### src/assert_macros.svh
// Assertion macros used by the top-level RTL file of the table engine.
// Depends on nothing; simulation builds see the checks, synthesis builds see empty bodies.
`ifndef ASSERT_MACROS_SVH
`define ASSERT_MACROS_SVH

`ifndef SYNTH

// Check that cons holds in the same cycle whenever ante holds.
`define ASSERT_IMP(label, clk, rst, ante, cons) \
  label: assert property (@(posedge clk) disable iff (rst) (ante) |-> (cons)) \
    else $error("assertion failed");

// Check that cons holds in the cycle after ante holds.
`define ASSERT_NEXT(label, clk, rst, ante, cons) \
  label: assert property (@(posedge clk) disable iff (rst) (ante) |=> (cons)) \
    else $error("assertion failed");

`else

`define ASSERT_IMP(label, clk, rst, ante, cons)
`define ASSERT_NEXT(label, clk, rst, ante, cons)

`endif

`endif

### src/ate_pkg.sv
// Package of the table engine: sizes, operation and status codes, shared types.
// Depends on nothing; used by every module of the engine.
package ate_pkg;

  localparam int DEPTH  = 64;
  localparam int ADDR_W = (DEPTH > 1) ? $clog2(DEPTH) : 1;
  localparam int CNT_W  = $clog2(DEPTH + 1);
  localparam int WORD_W = 32;
  localparam int OP_W   = 3;
  localparam int SLOT_W = 7;
  localparam int STAT_W = 3;

  localparam logic [OP_W-1:0] OP_APPEND = 3'd0;
  localparam logic [OP_W-1:0] OP_DUMP   = 3'd1;
  localparam logic [OP_W-1:0] OP_SEARCH = 3'd2;
  localparam logic [OP_W-1:0] OP_UPDATE = 3'd3;
  localparam logic [OP_W-1:0] OP_DELETE = 3'd4;
  localparam logic [OP_W-1:0] OP_SORT   = 3'd5;

  localparam logic [STAT_W-1:0] ST_OK        = 3'd0;
  localparam logic [STAT_W-1:0] ST_FULL      = 3'd1;
  localparam logic [STAT_W-1:0] ST_EMPTY     = 3'd2;
  localparam logic [STAT_W-1:0] ST_NOT_FOUND = 3'd3;
  localparam logic [STAT_W-1:0] ST_BAD_POS   = 3'd4;

  // Flags of the shared compare unit.
  typedef struct packed {
    logic eq;
    logic gt;
  } cmp_flags_t;

endpackage

### src/ate_ram.sv
// Word store of the table engine: one write port, one read port with registered data.
// Depends on ate_pkg.
module ate_ram (
  input  logic                        clk,
  input  logic                        we,
  input  logic [ate_pkg::ADDR_W-1:0]  waddr,
  input  logic [ate_pkg::WORD_W-1:0]  wdata,
  input  logic [ate_pkg::ADDR_W-1:0]  raddr,
  output logic [ate_pkg::WORD_W-1:0]  rdata
);
  import ate_pkg::*;

  logic [WORD_W-1:0] mem [DEPTH];

  always_ff @(posedge clk) begin
    if (we) begin
      mem[waddr] <= wdata;
    end
    rdata <= mem[raddr];
  end

endmodule

### src/ate_cmp.sv
// Shared compare unit: equality for search, signed greater-than for sort.
// Depends on ate_pkg.
module ate_cmp (
  input  logic [ate_pkg::WORD_W-1:0] lhs,
  input  logic [ate_pkg::WORD_W-1:0] rhs,
  output ate_pkg::cmp_flags_t        flags
);
  import ate_pkg::*;

  always_comb begin
    flags.eq = (lhs == rhs);
    flags.gt = ($signed(lhs) > $signed(rhs));
  end

endmodule

### src/array_table_engine.sv
// Top level of the table engine: request decode, sequencer and result register.
// Depends on ate_pkg, ate_ram, ate_cmp and assert_macros.svh.

// The engine keeps a packed table of up to 64 signed 32-bit words and runs
// one request at a time. A request is taken at a clock edge with start high
// and busy low. Every result appears for exactly one cycle with strobe high
// and cannot be held off, so capture it when strobe is seen; last_of_run
// marks the final result of a request. Append, update, a rejected request,
// a dump or search of an empty table, a sort of fewer than two words and a
// delete of the last word finish without raising busy: the result shows in
// the cycle after the request is taken, and a new request may be taken in
// that same cycle. The rest walk the table through one memory read port
// with registered read data, one word at a time through S_RD and S_USE:
// dump gives one result per word read, search stops at the first hit,
// delete shifts each later word down one place, and sort makes one pass
// for each slot but the last, using the single read port and one compare
// unit and writing the pass minimum back in S_PUT.
// Codes six and seven are taken and dropped with no result.
`include "assert_macros.svh"

module array_table_engine (
  input  logic                               clk,
  input  logic                               rst,
  input  logic                               start,
  output logic                               busy,
  input  logic [ate_pkg::OP_W-1:0]           operation,
  input  logic signed [ate_pkg::WORD_W-1:0]  operand_value,
  input  logic [ate_pkg::SLOT_W-1:0]         slot_number,
  output logic                               strobe,
  output logic [ate_pkg::STAT_W-1:0]         status,
  output logic signed [ate_pkg::WORD_W-1:0]  element_out,
  output logic [ate_pkg::SLOT_W-1:0]         found_at,
  output logic                               last_of_run
);
  import ate_pkg::*;

  localparam logic [1:0] S_IDLE = 2'd0;
  localparam logic [1:0] S_RD   = 2'd1;  // address out, data comes next cycle
  localparam logic [1:0] S_USE  = 2'd2;  // read data valid, act on it
  localparam logic [1:0] S_PUT  = 2'd3;  // sort: write back the pass minimum

  localparam int EXT_W = (SLOT_W > CNT_W) ? SLOT_W : CNT_W;

  // Sequencer registers
  logic [1:0]        state, state_next;
  logic [OP_W-1:0]   op_r, op_next;
  logic [WORD_W-1:0] key, key_next;
  logic [ADDR_W-1:0] addr, addr_next;
  logic [ADDR_W-1:0] base, base_next;     // sort: slot being settled
  logic              pmode, pmode_next;   // sort: high once the pivot is loaded
  logic [WORD_W-1:0] pivot, pivot_next;
  logic [CNT_W-1:0]  cnt, cnt_next;

  // Memory port
  logic              we;
  logic [ADDR_W-1:0] waddr;
  logic [WORD_W-1:0] wdata;
  logic [WORD_W-1:0] rdata;

  // Result to register
  logic              emit;
  logic [STAT_W-1:0] em_status;
  logic [WORD_W-1:0] em_elem;
  logic [SLOT_W-1:0] em_pos;
  logic              em_last;

  logic [WORD_W-1:0] cmp_lhs;
  cmp_flags_t        flags;

  logic [EXT_W-1:0]  slot_ext;
  logic [EXT_W-1:0]  cnt_ext;
  logic              slot_ok;
  logic [ADDR_W-1:0] slot_idx;
  logic              at_end;

  ate_ram u_ram (
    .clk   (clk),
    .we    (we),
    .waddr (waddr),
    .wdata (wdata),
    .raddr (addr),
    .rdata (rdata)
  );

  // Search compares against the key, sort against the running pivot.
  assign cmp_lhs = (op_r == OP_SEARCH) ? key : pivot;

  ate_cmp u_cmp (
    .lhs   (cmp_lhs),
    .rhs   (rdata),
    .flags (flags)
  );

  assign busy     = (state != S_IDLE);
  assign slot_ext = EXT_W'(slot_number);
  assign cnt_ext  = EXT_W'(cnt);
  assign slot_ok  = (slot_number != '0) && (slot_ext <= cnt_ext);
  assign slot_idx = ADDR_W'(slot_number - SLOT_W'(1));
  assign at_end   = (CNT_W'(addr) == (cnt - CNT_W'(1)));

  always_comb begin
    state_next = state;
    op_next    = op_r;
    key_next   = key;
    addr_next  = addr;
    base_next  = base;
    pmode_next = pmode;
    pivot_next = pivot;
    cnt_next   = cnt;
    we         = 1'b0;
    waddr      = addr;
    wdata      = rdata;
    emit       = 1'b0;
    em_status  = ST_OK;
    em_elem    = '0;
    em_pos     = '0;
    em_last    = 1'b1;

    case (state)
      S_IDLE: begin
        if (start) begin
          op_next  = operation;
          key_next = operand_value;
          case (operation)
            OP_APPEND: begin
              emit = 1'b1;
              if (cnt >= CNT_W'(DEPTH)) begin
                em_status = ST_FULL;
              end else begin
                we       = 1'b1;
                waddr    = ADDR_W'(cnt);
                wdata    = operand_value;
                cnt_next = cnt + CNT_W'(1);
              end
            end
            OP_DUMP: begin
              if (cnt == '0) begin
                emit      = 1'b1;
                em_status = ST_EMPTY;
              end else begin
                addr_next  = '0;
                state_next = S_RD;
              end
            end
            OP_SEARCH: begin
              if (cnt == '0) begin
                emit      = 1'b1;
                em_status = ST_NOT_FOUND;
              end else begin
                addr_next  = '0;
                state_next = S_RD;
              end
            end
            OP_UPDATE: begin
              emit = 1'b1;
              if (!slot_ok) begin
                em_status = ST_BAD_POS;
              end else begin
                we    = 1'b1;
                waddr = slot_idx;
                wdata = operand_value;
              end
            end
            OP_DELETE: begin
              if (!slot_ok) begin
                emit      = 1'b1;
                em_status = ST_BAD_POS;
              end else if (slot_ext == cnt_ext) begin
                // last word: nothing to shift
                emit     = 1'b1;
                cnt_next = cnt - CNT_W'(1);
              end else begin
                // read the word after the hole first
                addr_next  = ADDR_W'(slot_number);
                state_next = S_RD;
              end
            end
            OP_SORT: begin
              if (cnt < CNT_W'(2)) begin
                emit = 1'b1;
              end else begin
                base_next  = '0;
                addr_next  = '0;
                pmode_next = 1'b0;
                state_next = S_RD;
              end
            end
            default: begin
            end
          endcase
        end
      end

      S_RD: begin
        state_next = S_USE;
      end

      S_USE: begin
        case (op_r)
          OP_DUMP: begin
            emit    = 1'b1;
            em_elem = rdata;
            em_last = at_end;
            if (at_end) begin
              state_next = S_IDLE;
            end else begin
              addr_next  = addr + ADDR_W'(1);
              state_next = S_RD;
            end
          end
          OP_SEARCH: begin
            if (flags.eq) begin
              emit       = 1'b1;
              em_pos     = SLOT_W'(addr) + SLOT_W'(1);
              state_next = S_IDLE;
            end else if (at_end) begin
              emit       = 1'b1;
              em_status  = ST_NOT_FOUND;
              state_next = S_IDLE;
            end else begin
              addr_next  = addr + ADDR_W'(1);
              state_next = S_RD;
            end
          end
          OP_DELETE: begin
            we    = 1'b1;
            waddr = addr - ADDR_W'(1);
            wdata = rdata;
            if (at_end) begin
              emit       = 1'b1;
              cnt_next   = cnt - CNT_W'(1);
              state_next = S_IDLE;
            end else begin
              addr_next  = addr + ADDR_W'(1);
              state_next = S_RD;
            end
          end
          OP_SORT: begin
            if (!pmode) begin
              pivot_next = rdata;
              pmode_next = 1'b1;
              addr_next  = addr + ADDR_W'(1);
              state_next = S_RD;
            end else begin
              // swap when the pivot is greater: smaller word moves into the pivot
              if (flags.gt) begin
                we         = 1'b1;
                waddr      = addr;
                wdata      = pivot;
                pivot_next = rdata;
              end
              if (at_end) begin
                state_next = S_PUT;
              end else begin
                addr_next  = addr + ADDR_W'(1);
                state_next = S_RD;
              end
            end
          end
          default: begin
            state_next = S_IDLE;
          end
        endcase
      end

      S_PUT: begin
        we    = 1'b1;
        waddr = base;
        wdata = pivot;
        if (CNT_W'(base) == (cnt - CNT_W'(2))) begin
          emit       = 1'b1;
          state_next = S_IDLE;
        end else begin
          base_next  = base + ADDR_W'(1);
          addr_next  = base + ADDR_W'(1);
          pmode_next = 1'b0;
          state_next = S_RD;
        end
      end

      default: begin
        state_next = S_IDLE;
      end
    endcase
  end

  // Control state
  always_ff @(posedge clk) begin
    if (rst) begin
      state  <= S_IDLE;
      cnt    <= '0;
      strobe <= 1'b0;
    end else begin
      state  <= state_next;
      cnt    <= cnt_next;
      strobe <= emit;
    end
  end

  // Working registers and result payload; hold the payload between results
  always_ff @(posedge clk) begin
    op_r  <= op_next;
    key   <= key_next;
    addr  <= addr_next;
    base  <= base_next;
    pmode <= pmode_next;
    pivot <= pivot_next;
    if (emit) begin
      status      <= em_status;
      element_out <= em_elem;
      found_at    <= em_pos;
      last_of_run <= em_last;
    end
  end

  `ASSERT_IMP(a_cnt_bound, clk, rst, 1'b1, cnt <= CNT_W'(DEPTH))
  `ASSERT_IMP(a_last_idle, clk, rst, strobe && last_of_run, !busy)
  `ASSERT_IMP(a_mid_busy, clk, rst, strobe && !last_of_run, busy && (op_r == OP_DUMP))
  `ASSERT_NEXT(a_bad_op_silent, clk, rst, start && !busy && (operation > OP_SORT), !strobe)
  `ASSERT_NEXT(a_cnt_step, clk, rst, 1'b1, (cnt - $past(cnt) + CNT_W'(1)) <= CNT_W'(2))

endmodule

### config.mk
export PLATFORM = sky130hd
export DESIGN_NAME = array_table_engine
export DESIGN_NICKNAME = d
export VERILOG_FILES = /design/src/ate_pkg.sv /design/src/ate_ram.sv /design/src/ate_cmp.sv /design/src/array_table_engine.sv
export VERILOG_INCLUDE_DIRS = /design/src /design/src/src
export SDC_FILE = /design/constraint.sdc
export NUM_CORES = 2
export LEC_CHECK = 0
export BUFFER_PORTS_ARGS = -buffer_cell sky130_fd_sc_hd__buf_2
export CORE_MARGIN = 5
export CORE_UTILIZATION = 40
export DETAILED_ROUTE_END_ITERATION = 8
export GPL_TIMING_DRIVEN = 0
export PLACE_DENSITY = 0.56
export SYNTH_ARGS = -nofsm -noshare
export SYNTH_HDL_FRONTEND = slang
export SYNTH_SLANG_ARGS = --single-unit
### constraint.sdc
create_clock -name clk -period 8.3 [get_ports clk]
set_input_delay 1.245 -clock clk [delete_from_list [all_inputs] [get_ports clk]]
set_output_delay 1.245 -clock clk [all_outputs]
set_load 0.1 [all_outputs]
==> summary.txt <==
CTS
  • CTS tree: done
  • Num CTS Buffers: 223
  • CTS sink count: 2213
  • Clk Latency, worst-skew pair: 900 ps
  • Root cell of the clock tree: clkbuf_16
  • CTS max path bufs: 3
  • H-tree depth: 4
  • CTS Hold Bufs: 0
  • Worst-path clk slew: 70 ps
  • Postcts setup bufs: 0
  • Number of gates resized after cts: 0

Setup path
  • Max Fanout on Critical Path: 10
  • Crit path capture type: flop
  • R2R Setup Slk: 1030 ps
  • Crit path kind: flop to flop
  • Worst path bufs/invs: 7
  • Startpoint Class: flop
  • CP required: 8930 ps
  • Peak per-stage delay on the critical path: 1050 ps
  • Critical-path cell list: nor2_1 > and2_1 > buf_1 > clkbuf_1 > o21ai_0 > ha_1 > nand4_1 > or4_1 > nor3_1 > nor2_1 > a31oi_1 > buf_2 > nor3_2 > buf_6 > buf_6 > buf_4 > buf_6
  • Crit path arrival time: 7900 ps
  • Slowest cell on the critical path: a31oi_1
  • Top delay family on crit path: simple AND/OR/NAND/NOR gates
  • Crit path top cell by count: buf_6

Global routing
  • Vias in the first global route: 44100
  • Global-route wire length before repair: 354000 um
  • Aggregate global-route resource usage: 0.220
  • GRT Residual Overflow: 0
  • Initial antenna violation count: 19
  • Largest net degree at the start of global routing: 65

Synth
  • Syn Nets: 4080
  • Simple-gate portion of the synthesized area: 0.0217
  • Count of cell types in the netlist: 68
  • Syn avg cell area: 22.0 um^2
  • Main combinational cell family by area after synthesis: multiplexers
  • Post-synthesis adder-cell area fraction: 0.00714
  • Synthesized netlist cell count: 3985
  • Synth Area in Compound Gates: 0.0239
  • Seq/Total Area, Yosys: 0.754
  • Syn. warnings: 0
  • Post-synth EDFFs: 2171
  • Cell area after synthesis: 87600 um^2
  • Seq cells post-synth: 2213
  • Synth Flop Type: edfxtp_1
  • Xor and xnor area share after synthesis: 0.00340
  • Mux cell area share after synthesis: 0.174
  • Share of synthesized registers carrying an async set or reset: 0

Timing
  • Max_slew headroom: -0.00154
  • Worst Hold Slack: 561 ps
  • Unrepaired setup endpoints after global routing: no
  • Worst Skew: 58.5 ps
  • Tmin final: 7270 ps
  • Fin. max-slew vios: 10
  • Final Cycle Share: 0.876
  • Final hold vios: 0
  • Finish-stage setup viols: 0
  • Max Fclk: 138 MHz
  • Worst slew pin tran: 1500 ps

Detailed routing
  • Vias/cell: 5.89
  • Drt first pass iters: 6
  • Final wirelength: 254000 um
  • WL/cell: 33.3 um
  • Final ANT Viol Nets: 0
  • Via count: 44900
  • Initial drt markers: 6143
  • DRC: 0

Floorplan
  • Num ports: 90
  • Die footprint: 228000 um^2
  • Num rows: 171
  • Height of the die: 478 um
  • Initial Utilization: 0.402
  • Die width: 478 um
  • Core area: 218000 um^2

Power and ir drop
  • PD cells: 258 nW/um^2
  • Power, Total: 26.5 mW
  • Leak: 32.4 nW
  • Peak supply drop: 0.230 mV

Hold path
  • Min-Delay Path Class: flop to flop

Finish
  • Post-route core utilization: 0.472
  • Design area: 103000 um^2
  • Share of layout cells above drive strength 1: 0.317
  • FILL cells: 17700
  • Final #Nets: 4666
  • Layout area overhead: 17.4%
  • Most common cell after layout, fill and taps aside: edfxtp_1
  • Most frequent cells in the layout: edfxtp_1, mux4_2, clkbuf_16, buf_6, clkbuf_1

Placement
  • Dpl cell area: 95400 um^2
  • DP HPWL: 180000 um
  • Port Buf Inserts: 89
  • Routability cong.: 0.904

Run status
  • Failing checks: max-capacitance violations, max-slew violations
  • Status: finished, violations left

Run
  • Max-Cap Viols: 1
## cells in the mapped netlist, types with 5 or more instances
| cell type | n | share of area |
|---|---|---|
| or4_1 | 8 | 0.00069 |
| nand3_1 | 37 | 0.0021 |
| nor2b_1 | 5 | 0.00036 |
| clkbuf_1 | 149 | 0.0064 |
| mux2i_1 | 6 | 0.00069 |
| a31oi_1 | 11 | 0.00079 |
| inv_1 | 111 | 0.0048 |
| nand2_1 | 67 | 0.0029 |
| a21oi_1 | 28 | 0.0016 |
| edfxtp_1 | 2171 | 0.74 |
| buf_2 | 24 | 0.0014 |
| a211oi_1 | 9 | 0.00077 |
| and3_1 | 11 | 0.00079 |
| buf_1 | 50 | 0.0021 |
| o21ai_0 | 84 | 0.0048 |
| a41oi_1 | 32 | 0.0032 |
| nor3_1 | 77 | 0.0044 |
| o31ai_1 | 7 | 0.00060 |
| o211ai_1 | 37 | 0.0032 |
| nor2_1 | 75 | 0.0032 |
| buf_6 | 5 | 0.00064 |
| o21a_1 | 7 | 0.00060 |
| xnor2_1 | 19 | 0.0019 |
| nor4b_1 | 5 | 0.00050 |
| nand2b_1 | 5 | 0.00036 |
| nand4_1 | 11 | 0.00079 |
| xor2_1 | 15 | 0.0015 |
| or3_1 | 6 | 0.00043 |
| ha_1 | 50 | 0.0071 |
| and2_1 | 37 | 0.0026 |
| dfxtp_1 | 42 | 0.0096 |
| o311a_1 | 30 | 0.0034 |
| mux4_2 | 674 | 0.17 |
| a22oi_1 | 7 | 0.00060 |
## metrics by stage
step	worst slack, ps	setup TNS, ps	std cells
2_1_floorplan	1480	0	3985
3_3_place_gp	-4860	-4304610	6928
3_5_place_dp	1190	0	7200
4_1_cts	1130	0	7614
5_1_grt	934	0	7616
6_report	1030	0	7625
## worst register-to-register path: cells and delay by family, from the launching register on
kind / cells / cell delay [ps]
compound gates: 2 / 1260
fa+ha+maj: 1 / 400
flops: 1 / 480
simple gates: 7 / 2620
buf+inv: 7 / 2260
## final timing paths
| check | from | cells after the start | end |
|---|---|---|---|
| setup / recovery | op_r[0] | 17 | u_ram.mem[23][25] |
| hold / removal | u_ram.rdata[1] | 0 | pivot[1] |
| hold reg to reg | u_ram.rdata[1] | 0 | pivot[1] |
| setup reg to reg | op_r[0] | 17 | u_ram.mem[23][25] |
## where the power goes
| group | switching [mW] | internal [mW] | total (mW) |
|---|---|---|---|
| sequential | 0.118 | 13.1 | 13.2 |
| clock | 4.37 | 5.66 | 10.0 |
| combinational | 2.31 | 0.915 | 3.23 |
| total | 6.80 | 19.7 | 26.5 |
## sequential cells by signal (all words and copies together) (netlist names)
name         flops
base             6
addr             6
strobe           1
key             32
cnt              7
state            2
last_of_run      1
found_at         7
element_out     32
pmode            1
pivot           32
u_ram.mem     2048
status           3
u_ram.rdata     32
op_r             3
## layout make-up
| class | count | area [um^2] | share of cell area |
|---|---|---|---|
| Sequential cell | 2213 | 66000 | 0.642 |
| Multi-Input combinational cell | 1430 | 20700 | 0.201 |
| Clock buffer | 282 | 5870 | 0.0571 |
| Timing Repair Buffer | 361 | 3780 | 0.0368 |
| Tap cell | 2854 | 3570 | 0.0347 |
| Clock inverter | 132 | 1450 | 0.0141 |
| Buffer | 229 | 943 | 0.00918 |
| Inverter | 113 | 424 | 0.00413 |
| Antenna cell | 11 | 27.5 | 0.000268 |
## logic make-up (layout without fill, tap and decap cells)
logic type	Yosys count	count (layout)
adder cells (fa/ha/maj)	50	50
AO/OA/AOI/OAI	295	295
XOR/XNOR	34	34
other	0	11
AND/OR/NAND/NOR	369	369
flip-flops	2213	2213
buffers and inverters	342	1117
multiplexers	682	682
## routing by layer
metal / GRT usage / share of wire / up-vias
li1: - / - / 18200
met1: 0.308 / 0.41 / 24300
met2: 0.347 / 0.47 / 2119
met3: 0.0425 / 0.080 / 387
met4: 0.0809 / 0.040 / 0
met5: 0 / 0 / -
(Power assumes the default switching activity.)
